<file path="src/hw/rtl/ddmc_pkg.sv">
`timescale 1ns / 1ps

package ddmc_pkg;

	localparam int InW      = 136;
	localparam int OutW     = 24;
	localparam int CfgIdxW  = 8;
	localparam int CfgDataW = 32;

	localparam logic [CfgIdxW-1:0] CfgSafeDistance = 8'd0;
	localparam logic [CfgIdxW-1:0] CfgArrivalTol   = 8'd1;
	localparam logic [CfgIdxW-1:0] CfgBaseSpeed    = 8'd2;
	localparam logic [CfgIdxW-1:0] CfgSteerLimit   = 8'd3;

	localparam logic [31:0] SafeDistanceRst = 32'd1000;
	localparam logic [23:0] ArrivalTolRst   = 24'd500;
	localparam logic [7:0]  BaseSpeedRst    = 8'd128;
	localparam logic [7:0]  SteerLimitRst   = 8'd100;

	localparam logic [7:0]  AvoidFastPwm = 8'd100;
	localparam logic [7:0]  AvoidSlowPwm = 8'd50;
	localparam logic [7:0]  ReversePwm   = 8'd80;
	localparam logic [7:0]  PwmMax       = 8'd255;

	localparam logic [12:0] BearingFull = 13'd5760;
	localparam logic [12:0] BearingMax  = 13'd5759;
	localparam logic [12:0] BearingHalf = 13'd2880;

	// input word, first field in the high bits
	typedef struct packed {
		logic [12:0] waypoint_bearing;
		logic [23:0] waypoint_distance_cm;
		logic        gps_fix;
		logic        estop_req;
		logic [31:0] front_right_range;
		logic [31:0] front_left_range;
		logic        mode_button;
		logic [15:0] joy_y;
		logic [15:0] joy_x;
	} in_word_t;

	// result word, first field in the high bits
	typedef struct packed {
		logic       forced_stop;
		logic       avoidance_active;
		logic       drive_mode;
		logic       right_dir;
		logic       left_dir;
		logic [7:0] right_duty;
		logic [7:0] left_duty;
	} out_word_t;

	localparam int OutFieldW = $bits(out_word_t);

	typedef struct packed {
		logic [7:0] pwm;
		logic       fwd;
	} side_t;

endpackage

</file>
<file path="src/hw/rtl/differential_drive_mode_controller_core.sv">
`timescale 1ns / 1ps
// Channel  | Dir | Signals                                  | Word
// s_axis   | in  | s_axis_tvalid/tready/tdata[135:0]        | one control tick
// m_axis   | out | m_axis_tvalid/tready/tdata[23:0]         | one motor command
// cfg      | in  | cfg_we, cfg_index[7:0], cfg_data[31:0]   | register write
//
// One word per clock sustained while m_axis takes results; a word passes the input
// register, then the result register, with one logic level between.
// Held command and mode update as the result register loads.
// Reset: registers to defaults, mode manual, held command zero, pipeline empty.
// A stall on m_axis holds the result; s_axis keeps accepting until the input
// register is also full.

module differential_drive_mode_controller_core (
	input  logic                          clk,
	input  logic                          arst_n,
	input  logic                          s_axis_tvalid,
	output logic                          s_axis_tready,
	// joy_x, joy_y, mode_button, front_left_range, front_right_range,
	// estop_req, gps_fix, waypoint_distance_cm, waypoint_bearing
	input  logic [ddmc_pkg::InW-1:0]      s_axis_tdata,
	output logic                          m_axis_tvalid,
	input  logic                          m_axis_tready,
	// left_duty, right_duty, left_dir, right_dir, drive_mode,
	// avoidance_active, forced_stop, zero pad
	output logic [ddmc_pkg::OutW-1:0]     m_axis_tdata,
	input  logic                          cfg_we,
	input  logic [ddmc_pkg::CfgIdxW-1:0]  cfg_index,
	input  logic [ddmc_pkg::CfgDataW-1:0] cfg_data
);
	import ddmc_pkg::*;

	function automatic logic signed [8:0] div128(logic [15:0] v);
		logic signed [16:0] t;
		t = $signed({v[15], v}) + (v[15] ? 17'sd127 : 17'sd0);
		return t[15:7];
	endfunction

	function automatic side_t to_side(logic signed [10:0] speed);
		side_t s;
		logic signed [10:0] mag;
		mag = speed[10] ? -speed : speed;
		s.fwd = !speed[10];
		s.pwm = (mag > 11'sd255) ? PwmMax : mag[7:0];
		return s;
	endfunction

	logic [31:0] safe_distance_q;
	logic [23:0] arrival_tol_q;
	logic [7:0]  base_speed_q;
	logic [7:0]  steer_limit_q;

	logic        mode_q;
	logic [7:0]  held_left_pwm_q, held_right_pwm_q;
	logic        held_left_fwd_q, held_right_fwd_q;

	logic        valid_s1;
	in_word_t    word_s1;
	logic        valid_s2;
	out_word_t   res_s2;

	logic        adv_s2, load_s2;
	out_word_t   res_nx;

	logic                mode_nx;
	logic signed [8:0]   fwd_m, turn_m;
	logic signed [10:0]  left_mix, right_mix;
	side_t               man_l, man_r, str_l, str_r;
	logic                lb, rb;
	logic [12:0]         b1;
	logic signed [13:0]  err;
	logic signed [13:0]  err_t;
	logic signed [9:0]   steer, steer_c, lim;
	logic signed [10:0]  left_str, right_str;

	assign adv_s2        = !valid_s2 || m_axis_tready;
	assign load_s2       = valid_s1 && adv_s2;
	assign s_axis_tready = !valid_s1 || adv_s2;
	assign m_axis_tvalid = valid_s2;
	assign m_axis_tdata  = {{(OutW-OutFieldW){1'b0}}, res_s2};

	always_comb begin
		mode_nx   = mode_q ^ word_s1.mode_button;

		fwd_m     = div128(word_s1.joy_y);
		turn_m    = div128(word_s1.joy_x);
		left_mix  = {{2{fwd_m[8]}}, fwd_m} - {{2{turn_m[8]}}, turn_m};
		right_mix = {{2{fwd_m[8]}}, fwd_m} + {{2{turn_m[8]}}, turn_m};
		man_l     = to_side(left_mix);
		man_r     = to_side(right_mix);

		lb = word_s1.front_left_range < safe_distance_q;
		rb = word_s1.front_right_range < safe_distance_q;

		b1 = (word_s1.waypoint_bearing > BearingMax) ?
			word_s1.waypoint_bearing - BearingFull : word_s1.waypoint_bearing;
		err = (b1 > BearingHalf) ? $signed({1'b0, b1}) - $signed({1'b0, BearingFull})
			: $signed({1'b0, b1});
		err_t   = err + (err[13] ? 14'sd7 : 14'sd0);
		steer   = err_t[12:3];
		lim     = $signed({2'b00, steer_limit_q});
		steer_c = steer;
		if (steer > lim)
			steer_c = lim;
		if (steer < -lim)
			steer_c = -lim;
		left_str  = $signed({3'b000, base_speed_q}) - {steer_c[9], steer_c};
		right_str = $signed({3'b000, base_speed_q}) + {steer_c[9], steer_c};
		str_l     = to_side(left_str);
		str_r     = to_side(right_str);

		res_nx.left_duty        = held_left_pwm_q;
		res_nx.right_duty       = held_right_pwm_q;
		res_nx.left_dir         = held_left_fwd_q;
		res_nx.right_dir        = held_right_fwd_q;
		res_nx.drive_mode       = mode_nx;
		res_nx.avoidance_active = 1'b0;
		res_nx.forced_stop      = 1'b0;

		if (word_s1.estop_req) begin
			res_nx.left_duty   = '0;
			res_nx.right_duty  = '0;
			res_nx.left_dir    = 1'b1;
			res_nx.right_dir   = 1'b1;
			res_nx.forced_stop = 1'b1;
		end else if (word_s1.mode_button) begin
			// command held
		end else if (!mode_nx) begin
			res_nx.left_duty  = man_l.pwm;
			res_nx.left_dir   = man_l.fwd;
			res_nx.right_duty = man_r.pwm;
			res_nx.right_dir  = man_r.fwd;
		end else if (!word_s1.gps_fix) begin
			res_nx.left_duty   = '0;
			res_nx.right_duty  = '0;
			res_nx.left_dir    = 1'b1;
			res_nx.right_dir   = 1'b1;
			res_nx.forced_stop = 1'b1;
		end else if (lb || rb) begin
			res_nx.avoidance_active = 1'b1;
			if (lb && !rb) begin
				res_nx.left_duty  = AvoidFastPwm;
				res_nx.right_duty = AvoidSlowPwm;
				res_nx.left_dir   = 1'b1;
				res_nx.right_dir  = 1'b1;
			end else if (rb && !lb) begin
				res_nx.left_duty  = AvoidSlowPwm;
				res_nx.right_duty = AvoidFastPwm;
				res_nx.left_dir   = 1'b1;
				res_nx.right_dir  = 1'b1;
			end else begin
				res_nx.left_duty  = ReversePwm;
				res_nx.right_duty = ReversePwm;
				res_nx.left_dir   = 1'b0;
				res_nx.right_dir  = 1'b0;
			end
		end else if (word_s1.waypoint_distance_cm < arrival_tol_q) begin
			res_nx.left_duty  = '0;
			res_nx.right_duty = '0;
		end else begin
			res_nx.left_duty  = str_l.pwm;
			res_nx.left_dir   = str_l.fwd;
			res_nx.right_duty = str_r.pwm;
			res_nx.right_dir  = str_r.fwd;
		end
	end

	always_ff @(posedge clk or negedge arst_n) begin
		if (!arst_n) begin
			safe_distance_q <= SafeDistanceRst;
			arrival_tol_q   <= ArrivalTolRst;
			base_speed_q    <= BaseSpeedRst;
			steer_limit_q   <= SteerLimitRst;
		end else if (cfg_we) begin
			unique case (cfg_index)
				CfgSafeDistance: safe_distance_q <= cfg_data;
				CfgArrivalTol:   arrival_tol_q   <= cfg_data[23:0];
				CfgBaseSpeed:    base_speed_q    <= cfg_data[7:0];
				CfgSteerLimit:   steer_limit_q   <= cfg_data[7:0];
				default: ;
			endcase
		end
	end

	always_ff @(posedge clk or negedge arst_n) begin
		if (!arst_n) begin
			valid_s1         <= 1'b0;
			valid_s2         <= 1'b0;
			mode_q           <= 1'b0;
			held_left_pwm_q  <= '0;
			held_right_pwm_q <= '0;
			held_left_fwd_q  <= 1'b0;
			held_right_fwd_q <= 1'b0;
		end else begin
			if (s_axis_tready)
				valid_s1 <= s_axis_tvalid;
			if (adv_s2)
				valid_s2 <= valid_s1;
			if (load_s2) begin
				mode_q           <= res_nx.drive_mode;
				held_left_pwm_q  <= res_nx.left_duty;
				held_right_pwm_q <= res_nx.right_duty;
				held_left_fwd_q  <= res_nx.left_dir;
				held_right_fwd_q <= res_nx.right_dir;
			end
		end
	end

	always_ff @(posedge clk) begin
		if (s_axis_tvalid && s_axis_tready)
			word_s1 <= in_word_t'(s_axis_tdata);
		if (load_s2)
			res_s2 <= res_nx;
	end

endmodule

</file>
<file path="config.mk">
export PLATFORM = sky130hd
export DESIGN_NAME = differential_drive_mode_controller_core
export DESIGN_NICKNAME = d
export VERILOG_FILES = /design/src/hw/rtl/ddmc_pkg.sv /design/src/hw/rtl/differential_drive_mode_controller_core.sv
export SDC_FILE = /design/constraint.sdc
export NUM_CORES = 1
export LEC_CHECK = 0
export BUFFER_PORTS_ARGS = -buffer_cell sky130_fd_sc_hd__buf_2
export CAP_MARGIN = 25
export CORE_MARGIN = 3
export CORE_UTILIZATION = 45
export DETAILED_ROUTE_END_ITERATION = 7
export PLACE_DENSITY = 0.67
export RECOVER_POWER = 50
export SETUP_SLACK_MARGIN = 0.05
export SYNTH_ARGS = -nofsm -noshare
export SYNTH_HDL_FRONTEND = slang
export SYNTH_SLANG_ARGS = --single-unit
</file>
<file path="constraint.sdc">
create_clock -name clk -period 9.4 [get_ports clk]
set_input_delay 0.94 -clock clk [delete_from_list [all_inputs] [get_ports clk]]
set_output_delay 0.94 -clock clk [all_outputs]
set_load 0.02 [all_outputs]
</file>
==> results.cfg, run 1 <==
[timing]
fin_skew_ns = 0.0174
period_needed_ns = 8.85
report.final.slew_viol_count = 124
whs_ns = 0.499
fmax_mhz = 113
finalHoldViolations = 0
slew_headroom = -1.51
max_slew.worst_pin.slew_ns = 3.77
setup_viol = 0
min_period_over_period = 0.941

[setup_path]
cp_max_fo = 8
crit_arrival_ns = 9.14
start_kind = flop
slowest_delay_ns = 0.45
slowest_stage = or3_4
critPathCaptureType = flop
path_class = reg2reg
cp.required_ns = 9.69
ff2ff_setup_slack_ns = 0.55

[floorplanning]
rows = 67
die_height_um = 192
start_util = 0.459
ios = 207
die_area_um2 = 36700
die_w_um = 192
placeableCoreArea_um2 = 33800

[detailed_routing]
routed_wl_mm = 37.4
post_drt_via_cell_ratio = 5.41
ant_nets = 0
wl_per_cell_um = 17.0
drt_iter0_drc = 640
post-route-drc-count = 0
drt_first_pass_iters = 5
vias = 11900

[grt]
overflow = 0
grt_pass1_vias = 11900
grt_pass1_wl_mm = 59.3
antenna_found_initial = 6
grt_max_degree = 76
grt_use_total = 0.199

[clock_network]
clock_sinks = 250
clockBufferDepth = 3
cts.clk_slew.worst_paths_ns = 0.06
clockRootBuffer = clkbuf_16
clkLatencyLatePin_ns = 0.56
cts_tree = yes
h-tree-depth = 1
hold_buffers = 0
cts_inserted_buffers = 29

[final_layout]
final_nets = 2077
post-route-util = 0.555
layout-area-overhead-vs-synth_pct = 20.8
final_layout_size_suffix_gt1_frac = 0.261
instances_no_fill = 2203

[job]
maxCapViolations = 3

[place]
dp_hpwl_mm = 28.7
place.port_buffers = 203
gp_congestion = 0.876
place_inst = 2120

[yosys]
synth-seq-area-share = 0.455
ys_ff_latch = 250
synth_edf_count = 157
synth-async-reset-ratio = 0.372
syn_inst = 1452
synthDistinctLibCells = 96
synth_area_per_cell_um2 = 10.7
synth-main-ff-cell = edfxtp_1
netlist_area_um2 = 15500
yosysWarnings = 0

[pwr]
ir_drop_v = 0.000161
cellPowerDensity_nw_per_um2 = 202
leakagePower_nw = 8.34

[worst_hold_path]
min_path_type = reg2reg

[outcome]
status = complete, but fails checks
violations = max-capacitance violations, max-slew violations
[through the flow]
stage	worst slack [ns]	power, mW	TNS, ns	area, µm²
5_1_grt	-0.119	4.02	-0.404	18700
2_1_floorplan	0.469	2.19	0	15500
6_report	0.553	3.78	0	18700
3_3_place_gp	0.193	2.55	0	17300
4_1_cts	0.0591	3.69	0	18300
3_5_place_dp	-0.133	2.58	-0.271	17300
[state kept, by name (all words and copies together) (netlist names)]
name / count
held_left_pwm_q: 8
held_right_pwm_q: 8
m_axis_tdata: 21
steer_limit_q: 8
held_left_fwd_q: 1
valid_s1: 1
word_s1: 136
m_axis_tvalid: 1
base_speed_q: 8
held_right_fwd_q: 1
safe_distance_q: 32
mode_q: 1
arrival_tol_q: 24
[repair_timing]
| item | CTS | global route |
|---|---|---|
| pin swaps | 0 | 38 |
| buffers inserted | 0 | 23 |
| resized for setup | 4 | 67 |
| setup endpoints to repair | 20 | 36 |
[layout by cell type, fill, tap and decap left out, types with 8 or more instances in the layout]
master | Yosys | final
a211oi_1 | 14 | 13
a21o_1 | 55 | 55
a21oi_1 | 98 | 86
a21oi_2 | 3 | 15
a31oi_1 | 11 | 10
and2_1 | 10 | 8
buf_2 | 2 | 188
buf_4 | 3 | 70
clkbuf_1 | 26 | 23
clkbuf_16 | 0 | 29
dfrtp_1 | 77 | 77
dfstp_2 | 16 | 16
edfxtp_1 | 157 | 157
ha_1 | 165 | 159
inv_1 | 118 | 117
mux2_2 | 41 | 41
nand2_1 | 95 | 90
nand2b_1 | 23 | 23
nand3_1 | 27 | 26
nand4_1 | 20 | 20
nor2_1 | 77 | 75
nor2b_1 | 25 | 24
nor3_1 | 24 | 20
nor4_1 | 10 | 10
o21a_1 | 8 | 8
o21ai_0 | 93 | 86
o21bai_1 | 14 | 13
xnor2_1 | 60 | 53
xor2_1 | 29 | 28
[routing by layer]
metal | track usage | routed length (µm) | vias up
li1 | - | - | 5872
met1 | 0.267 | 16500 | 5619
met2 | 0.328 | 17400 | 337
met3 | 0.0343 | 2330 | 78
met4 | 0.0680 | 1090 | 8
met5 | 0 | 53 | -
[where the power goes]
group | total, mW | switching (mW) | internal, mW
Sequential | 1.35 | 0.0591 | 1.29
Combinational | 1.34 | 0.765 | 0.574
Clock | 1.10 | 0.448 | 0.649
Total | 3.78 | 1.27 | 2.51
[cells by family (layout without fill, tap and decap cells)]
| group | Yosys count | in the layout | share of synthesized area |
|---|---|---|---|
| AOI/OAI and AO/OA | 388 | 388 | 0.167 |
| xor gates and xnor gates | 89 | 89 | 0.0502 |
| adders and majority gates | 169 | 169 | 0.138 |
| buffers and inverters | 153 | 449 | 0.0389 |
| DFF | 250 | 250 | 0.455 |
| muxes | 47 | 47 | 0.0348 |
| other | 1 | 8 | 0.000242 |
| and+or+nand+nor | 355 | 355 | 0.115 |
[final cells by class]
cell class	count	area, µm²
fill	2945	15000
multi-input combinational	1051	8160
sequential	250	7060
timing repair buffer	276	1570
clock buffer	39	793
tap	448	561
inverter	119	447
clock inverter	15	144
antenna	5	12.5
[worst max-delay path: cells and delay by family (launching register included)]
kind,cells,cell delay [ns]
AND/OR/NAND/NOR,15,2.36
XOR/XNOR,2,0.38
adder cells (fa/ha/maj),5,1.29
flip-flops,1,0.42
buffers and inverters,3,0.32
AO/OA/AOI/OAI,20,3.68
multiplexers,1,0.15
[path summary, 6_finish.rpt]
check                              from            endpoint  depth (start not counted)
min                            valid_s1       m_axis_tvalid                          1
max                        word_s1[130]     m_axis_tdata[9]                         46
min reg2reg                    valid_s1       m_axis_tvalid                          1
min in group asynchronous        arst_n  safe_distance_q[0]                          1
max reg2reg                word_s1[130]     m_axis_tdata[9]                         46
max in group asynchronous        arst_n  held_left_pwm_q[5]                          2
[synth_stat cells (25+ instances only)]
cell	instances	area (µm²)
nor2b_1	25	156
ha_1	165	2060
nor2_1	77	289
clkbuf_1	26	97.6
xor2_1	29	254
o21ai_0	93	465
mux2_2	41	462
inv_1	118	443
a21o_1	55	413
nand2_1	95	357
nand3_1	27	135
dfrtp_1	77	1930
xnor2_1	60	526
a21oi_1	98	490
edfxtp_1	157	4710
Power figures use the tool's default switching activity.
==> run 2, diff against run 1 <==
--- a/config.mk
+++ b/config.mk
@@ -8,9 +8,9 @@
 export BUFFER_PORTS_ARGS = -buffer_cell sky130_fd_sc_hd__buf_2
 export CAP_MARGIN = 25
 export CORE_MARGIN = 3
-export CORE_UTILIZATION = 45
+export CORE_UTILIZATION = 63
 export DETAILED_ROUTE_END_ITERATION = 7
-export PLACE_DENSITY = 0.67
+export PLACE_DENSITY = 0.86
 export RECOVER_POWER = 50
 export SETUP_SLACK_MARGIN = 0.05
 export SYNTH_ARGS = -nofsm -noshare
==> constraint.sdc (replaced) <==
create_clock -name clk -period 11.4 [get_ports clk]
set_input_delay 1.14 -clock clk [delete_from_list [all_inputs] [get_ports clk]]
set_output_delay 1.14 -clock clk [all_outputs]
set_load 0.02 [all_outputs]
==> run 2 against run 1 <==
Net effect:
- non-clock buffer count shrank 68
- sequential share of layout area grew 2.1 points
- total power shrank 22%
- the flow still finishes with violations (max-capacitance violations, max-slew violations)
- critical path depth grew 1
- sequential cell count is the same
- critical path type unchanged
- sequential power shrank 17%
- clock power shrank 18%
- via count grew 1.3%
==> results.cfg, run 2 (synthesis gave the netlist of run 1 again) <==
[detailed_routing]
drt_first_pass_iters = 5
vias = 12100
drt_iter0_drc = 931
post_drt_via_cell_ratio = 6.03
ant_nets = 0
post-route-drc-count = 0
routed_wl_mm = 37.0
wl_per_cell_um = 18.5

[pwr]
cellPowerDensity_nw_per_um2 = 167
leakagePower_nw = 7.95
power.total_mw = 2.96
ir_drop_v = 0.000145

[setup_path]
r2r-start = word_s1[130]
path_buf_inv = 2
crit_arrival_ns = 10.86
crit_path_frequent_cell = a21oi_1
cp_max_fo = 13
crit_family = compound AO/OA/AOI/OAI gates
critPathLaunch = word_s1[130]
slowest_stage = o31ai_1
start_kind = flop
critPathCaptureType = flop
slowest_delay_ns = 0.64
path_class = reg2reg
cp.required_ns = 11.76

[grt]
overflow = 0
grt_max_degree = 78
antenna_found_initial = 7
grt_use_total = 0.277
grt_pass1_vias = 12100
grt_pass1_wl_mm = 59.9

[timing]
rsz0062_at_grt = no
report.final.slew_viol_count = 157
finalWorstSetupSlack_ns = 0.903
fin_skew_ns = 0.0119
setup_viol = 0
min_period_over_period = 0.921
finalHoldViolations = 0
fmax_mhz = 95.3
period_needed_ns = 10.50
slew_headroom = -1.52
setup_tns_ns = 0
max_slew.worst_pin.slew_ns = 3.77

[outcome]
status = complete, but fails checks
violations = max-capacitance violations, max-slew violations

[clock_network]
clkLatencyLatePin_ns = 0.54
cts_resized = 0
cts_tree = yes
clock_sinks = 250
post_cts_buffers = 0
cts_inserted_buffers = 27
hold_buffers = 0
h-tree-depth = 1
clockRootBuffer = clkbuf_16
clockBufferDepth = 3
cts.clk_slew.worst_paths_ns = 0.06

[worst_hold_path]
min_path_type = reg2reg
hp-start = valid_s1

[place]
place.port_buffers = 203
placed_area_um2 = 16800
dp_hpwl_mm = 28.2
place_inst = 1947
pre_cts_ws_ns = 1.05
gp_congestion = 0.953

[floorplanning]
start_util = 0.651
die_w_um = 163
ios = 207
die_area_um2 = 26500
placeableCoreArea_um2 = 23800
die_height_um = 163
rows = 56

[final_layout]
layout_commonest_cell = buf_2
final_cell_mix = buf_2 (193), ha_1 (165), edfxtp_1 (157), inv_1 (118), a21oi_1 (98)
largest_reg_flops = 136
reg.largest.list = word_s1 x136, safe_distance_q x32, arrival_tol_q x24
fin_area_um2 = 17700
max_flop_register = word_s1
final_layout_size_suffix_gt1_frac = 0.200
layout-area-overhead-vs-synth_pct = 14.4
final_nets = 2007
instances_no_fill = 2000

[job]
maxCapViolations = 3
-- run 2: cell types whose count changed in the layout (fill, tap and decap cells not counted), moves of 5 or more --
cell and change:
a21oi_1 +12, a21oi_2 -12, buf_2 +5, buf_4 -66, clkbuf_1 -6, ha_1 +6
nand2_1 +5, o21ai_0 +6, xnor2_1 +7, xnor2_2 -7
-- run 2: worst paths after layout --
path / to / slack, ns / cells after the start
worst max-delay path: m_axis_tdata[1] / 0.90 / 47
worst min-delay path: m_axis_tvalid / 0.49 / 1
worst max register to register: m_axis_tdata[1] / 0.90 / 47
worst min register to register: m_axis_tvalid / 0.49 / 1
max in group asynchronous: held_right_pwm_q[2] / 6.27 / 2
min in group asynchronous: safe_distance_q[1] / 1.23 / 1
-- run 2: final cells by class --
cell class	instances	area, µm²
Inverter	119	447
Fill cell	1665	6070
Tap cell	319	399
Clock buffer	35	726
Multi-Input combinational cell	1051	7870
Sequential cell	250	7060
Antenna cell	3	7.51
Timing Repair Buffer	208	1040
Clock inverter	15	199
-- run 2: through the flow --
| step | hold slack, ns | util |
|---|---|---|
| after floorplan | 0.457 | - |
| after global placement | 0.472 | 0.706 |
| after detailed placement | 0.477 | 0.706 |
| after CTS | 0.496 | 0.745 |
| after global routing | 0.514 | 0.745 |
| final | 0.493 | 0.745 |
-- run 2: power by group --
part,internal (mW),switching [mW],leakage (nW),total [mW]
Sequential,1.06,0.0526,2.59,1.12
Combinational,0.372,0.573,4.90,0.946
Clock,0.543,0.360,0.456,0.903
-- run 2: layer usage --
layer,part of all wire,vias up,track usage
li1,-,5717,-
met1,0.41,5760,0.361
met2,0.49,487,0.482
met3,0.066,96,0.0437
met4,0.030,8,0.0827
met5,0.0013,-,0
==> run 3, diff against run 2 <==
--- a/config.mk
+++ b/config.mk
@@ -5,12 +5,14 @@
 export SDC_FILE = /design/constraint.sdc
 export NUM_CORES = 1
 export LEC_CHECK = 0
-export BUFFER_PORTS_ARGS = -buffer_cell sky130_fd_sc_hd__buf_2
+export ABC_CLOCK_PERIOD_IN_PS = 11400
 export CAP_MARGIN = 25
 export CORE_MARGIN = 3
-export CORE_UTILIZATION = 63
+export CORE_UTILIZATION = 65
+export CTS_BUF_LIST = sky130_fd_sc_hd__clkbuf_4 sky130_fd_sc_hd__clkbuf_8
 export DETAILED_ROUTE_END_ITERATION = 7
-export PLACE_DENSITY = 0.86
+export DONT_BUFFER_PORTS = 1
+export PLACE_DENSITY = 0.81
 export RECOVER_POWER = 50
 export SETUP_SLACK_MARGIN = 0.05
 export SYNTH_ARGS = -nofsm -noshare
==> run 3 against run 2 <==
Net effect:
- the run still ends with max-capacitance violations, max-slew violations left
- sequential power is essentially flat
- clock power shrank 9.7%
- sequential cell count unchanged
- setup slack better by 0.071 ns
- cell count decreased by 9.1%
- core utilization decreased by 2.0 points
- routed wire length fell by 7.0%
- first-iteration DRC count up 5.8%
- clock-buffer cell count grew 27
- critical path depth fell by 2
- fmax up 0.68%
- register-to-register slack better by 0.07 ns
==> results.cfg, run 3 (synthesis gave the netlist of run 1 again) <==
[pwr]
ir_drop_v = 0.000161
pwr-share-clk = 0.289
power.share.combinational = 0.310
p_sw_frac = 0.340
p_int_mw = 1.86
power.switching_mw = 0.960
leakagePower_nw = 7.20
seq_power_share = 0.401
cellPowerDensity_nw_per_um2 = 169

[final_layout]
layout-area-overhead-vs-synth_pct = 7.66
reg.largest.list = word_s1 x136, safe_distance_q x32, arrival_tol_q x24
max_flop_register = word_s1
fin_area_um2 = 16700
final_layout_size_suffix_gt1_frac = 0.113
final_cell_mix = ha_1 (165), edfxtp_1 (157), inv_1 (118), a21oi_1 (98), nand2_1 (95)
fillerInstances = 1632
final_nets = 1819
instances_no_fill = 1818
largest_reg_flops = 136
layout_commonest_cell = ha_1

[job]
maxCapViolations = 1

[place]
dp_hpwl_mm = 26.3
place.port_buffers = 0
place_inst = 1738
gp_congestion = 0.935
pre_cts_ws_ns = 0.956
placed_area_um2 = 15800

[clock_network]
clockBufferDepth = 3
cts_inserted_buffers = 41
clock_sinks = 250
clockRootBuffer = clkbuf_8
h-tree-depth = 2
post_cts_buffers = 0
cts.clk_slew.worst_paths_ns = 0.06
clkLatencyLatePin_ns = 0.55
cts_tree = yes

[timing]
finalWorstSetupSlack_ns = 0.975
min_period_over_period = 0.915
fin_skew_ns = 0.0309
fmax_mhz = 95.9
setup_viol = 0
max_slew.worst_pin.slew_ns = 1.73
setup_tns_ns = 0
finalHoldViolations = 0
slew_headroom = -0.154
period_needed_ns = 10.43
whs_ns = 0.295
rsz0062_at_grt = no
report.final.slew_viol_count = 35

[setup_path]
path_class = reg2reg
slowest_delay_ns = 0.63
slowest_stage = a41o_1
critPathCaptureType = flop
start_kind = flop
crit_path_frequent_cell = ha_1
r2r_cells = 45
cp.required_ns = 11.77
cp_max_fo = 20
crit_arrival_ns = 10.80

[grt]
grt_max_degree = 94
overflow = 0
grt_use_total = 0.263
grt_pass1_wl_mm = 55.4
antenna_found_initial = 8
grt_pass1_vias = 10800

[floorplanning]
start_util = 0.673
die_area_um2 = 25800
rows = 55
die_w_um = 160
ios = 207
die_height_um = 160
placeableCoreArea_um2 = 23100

[worst_hold_path]
min_path_type = in2async

[detailed_routing]
post_drt_via_cell_ratio = 6.11
ant_nets = 0
vias = 11100
drt_iter0_drc = 985
wl_per_cell_um = 18.9
post-route-drc-count = 0
drt_first_pass_iters = 5
routed_wl_mm = 34.4

[outcome]
status = complete, but fails checks
violations = max-capacitance violations, max-slew violations
## run 3: cell count changes in the layout (fill, tap and decap cells not counted), sizes merged
cell / change
clkbuf: +17
clkinvlp: +1
clkinv: +2
buf: -192
bufinv: -3
inv: -1
## run 3: layer usage
metal / up-vias / wire length [µm] / part of all wire / GRT usage
met5: - / 58 / 0.0017 / 0
met4: 10 / 801 / 0.023 / 0.0706
met3: 74 / 2640 / 0.077 / 0.0766
met2: 358 / 16300 / 0.47 / 0.430
met1: 5301 / 14600 / 0.42 / 0.345
li1: 5360 / - / - / -
## run 3: through the flow
step,power (mW),utilization
after floorplan,1.81,-
after detailed placement,2.01,0.685
after CTS,2.82,0.723
after global routing,2.99,0.725
final,2.82,0.725
after global placement,1.98,0.685
## run 3: area by class of cell
cell class              count  area, µm²  share of cell area
well taps                 313        392              0.0234
multi-input cells        1051       7870               0.471
repair buffers              6       61.3             0.00367
clock inverters            14        101             0.00607
inverters                 119        447              0.0267
flip-flops and latches    250       7060               0.423
clock buffers              62        766              0.0458
diodes                      3       7.51            0.000449
## run 3: worst max-delay path: cells and delay by family (launching register included)
kind | cells | cell delay, ns
AO/OA/AOI/OAI | 19 | 4.45
adder cells (fa/ha/maj) | 5 | 1.43
multiplexers | 1 | 0.28
flip-flops | 1 | 0.54
buffers and inverters | 3 | 0.34
AND/OR/NAND/NOR | 15 | 2.93
XOR/XNOR | 2 | 0.27
## run 3: power by group through the flow
stage	sequential, mW	clock [mW]	combinational [mW]
final	1.13	0.815	0.876
after global routing	1.14	0.871	0.980
after CTS	1.13	0.830	0.864
after detailed placement	1.15	0	0.859
after global placement	1.14	0	0.840
after floorplan	1.13	0	0.682
## run 3: final timing paths
check | end | slack [ns] | from
min reg2reg | m_axis_tvalid | 0.50 | valid_s1
max reg2reg | m_axis_tdata[1] | 0.97 | word_s1[130]
max in group asynchronous | steer_limit_q[6] | 10.86 | arst_n
min | safe_distance_q[1] | 0.30 | arst_n
max | m_axis_tdata[1] | 0.97 | word_s1[130]
min in group clk | m_axis_tvalid | 0.50 | valid_s1
## run 3: repair_timing
| action | CTS | global route |
|---|---|---|
| hold buffers | 0 | 0 |
| resized for setup | 0 | 2 |
| setup endpoints to repair | 0 | 2 |
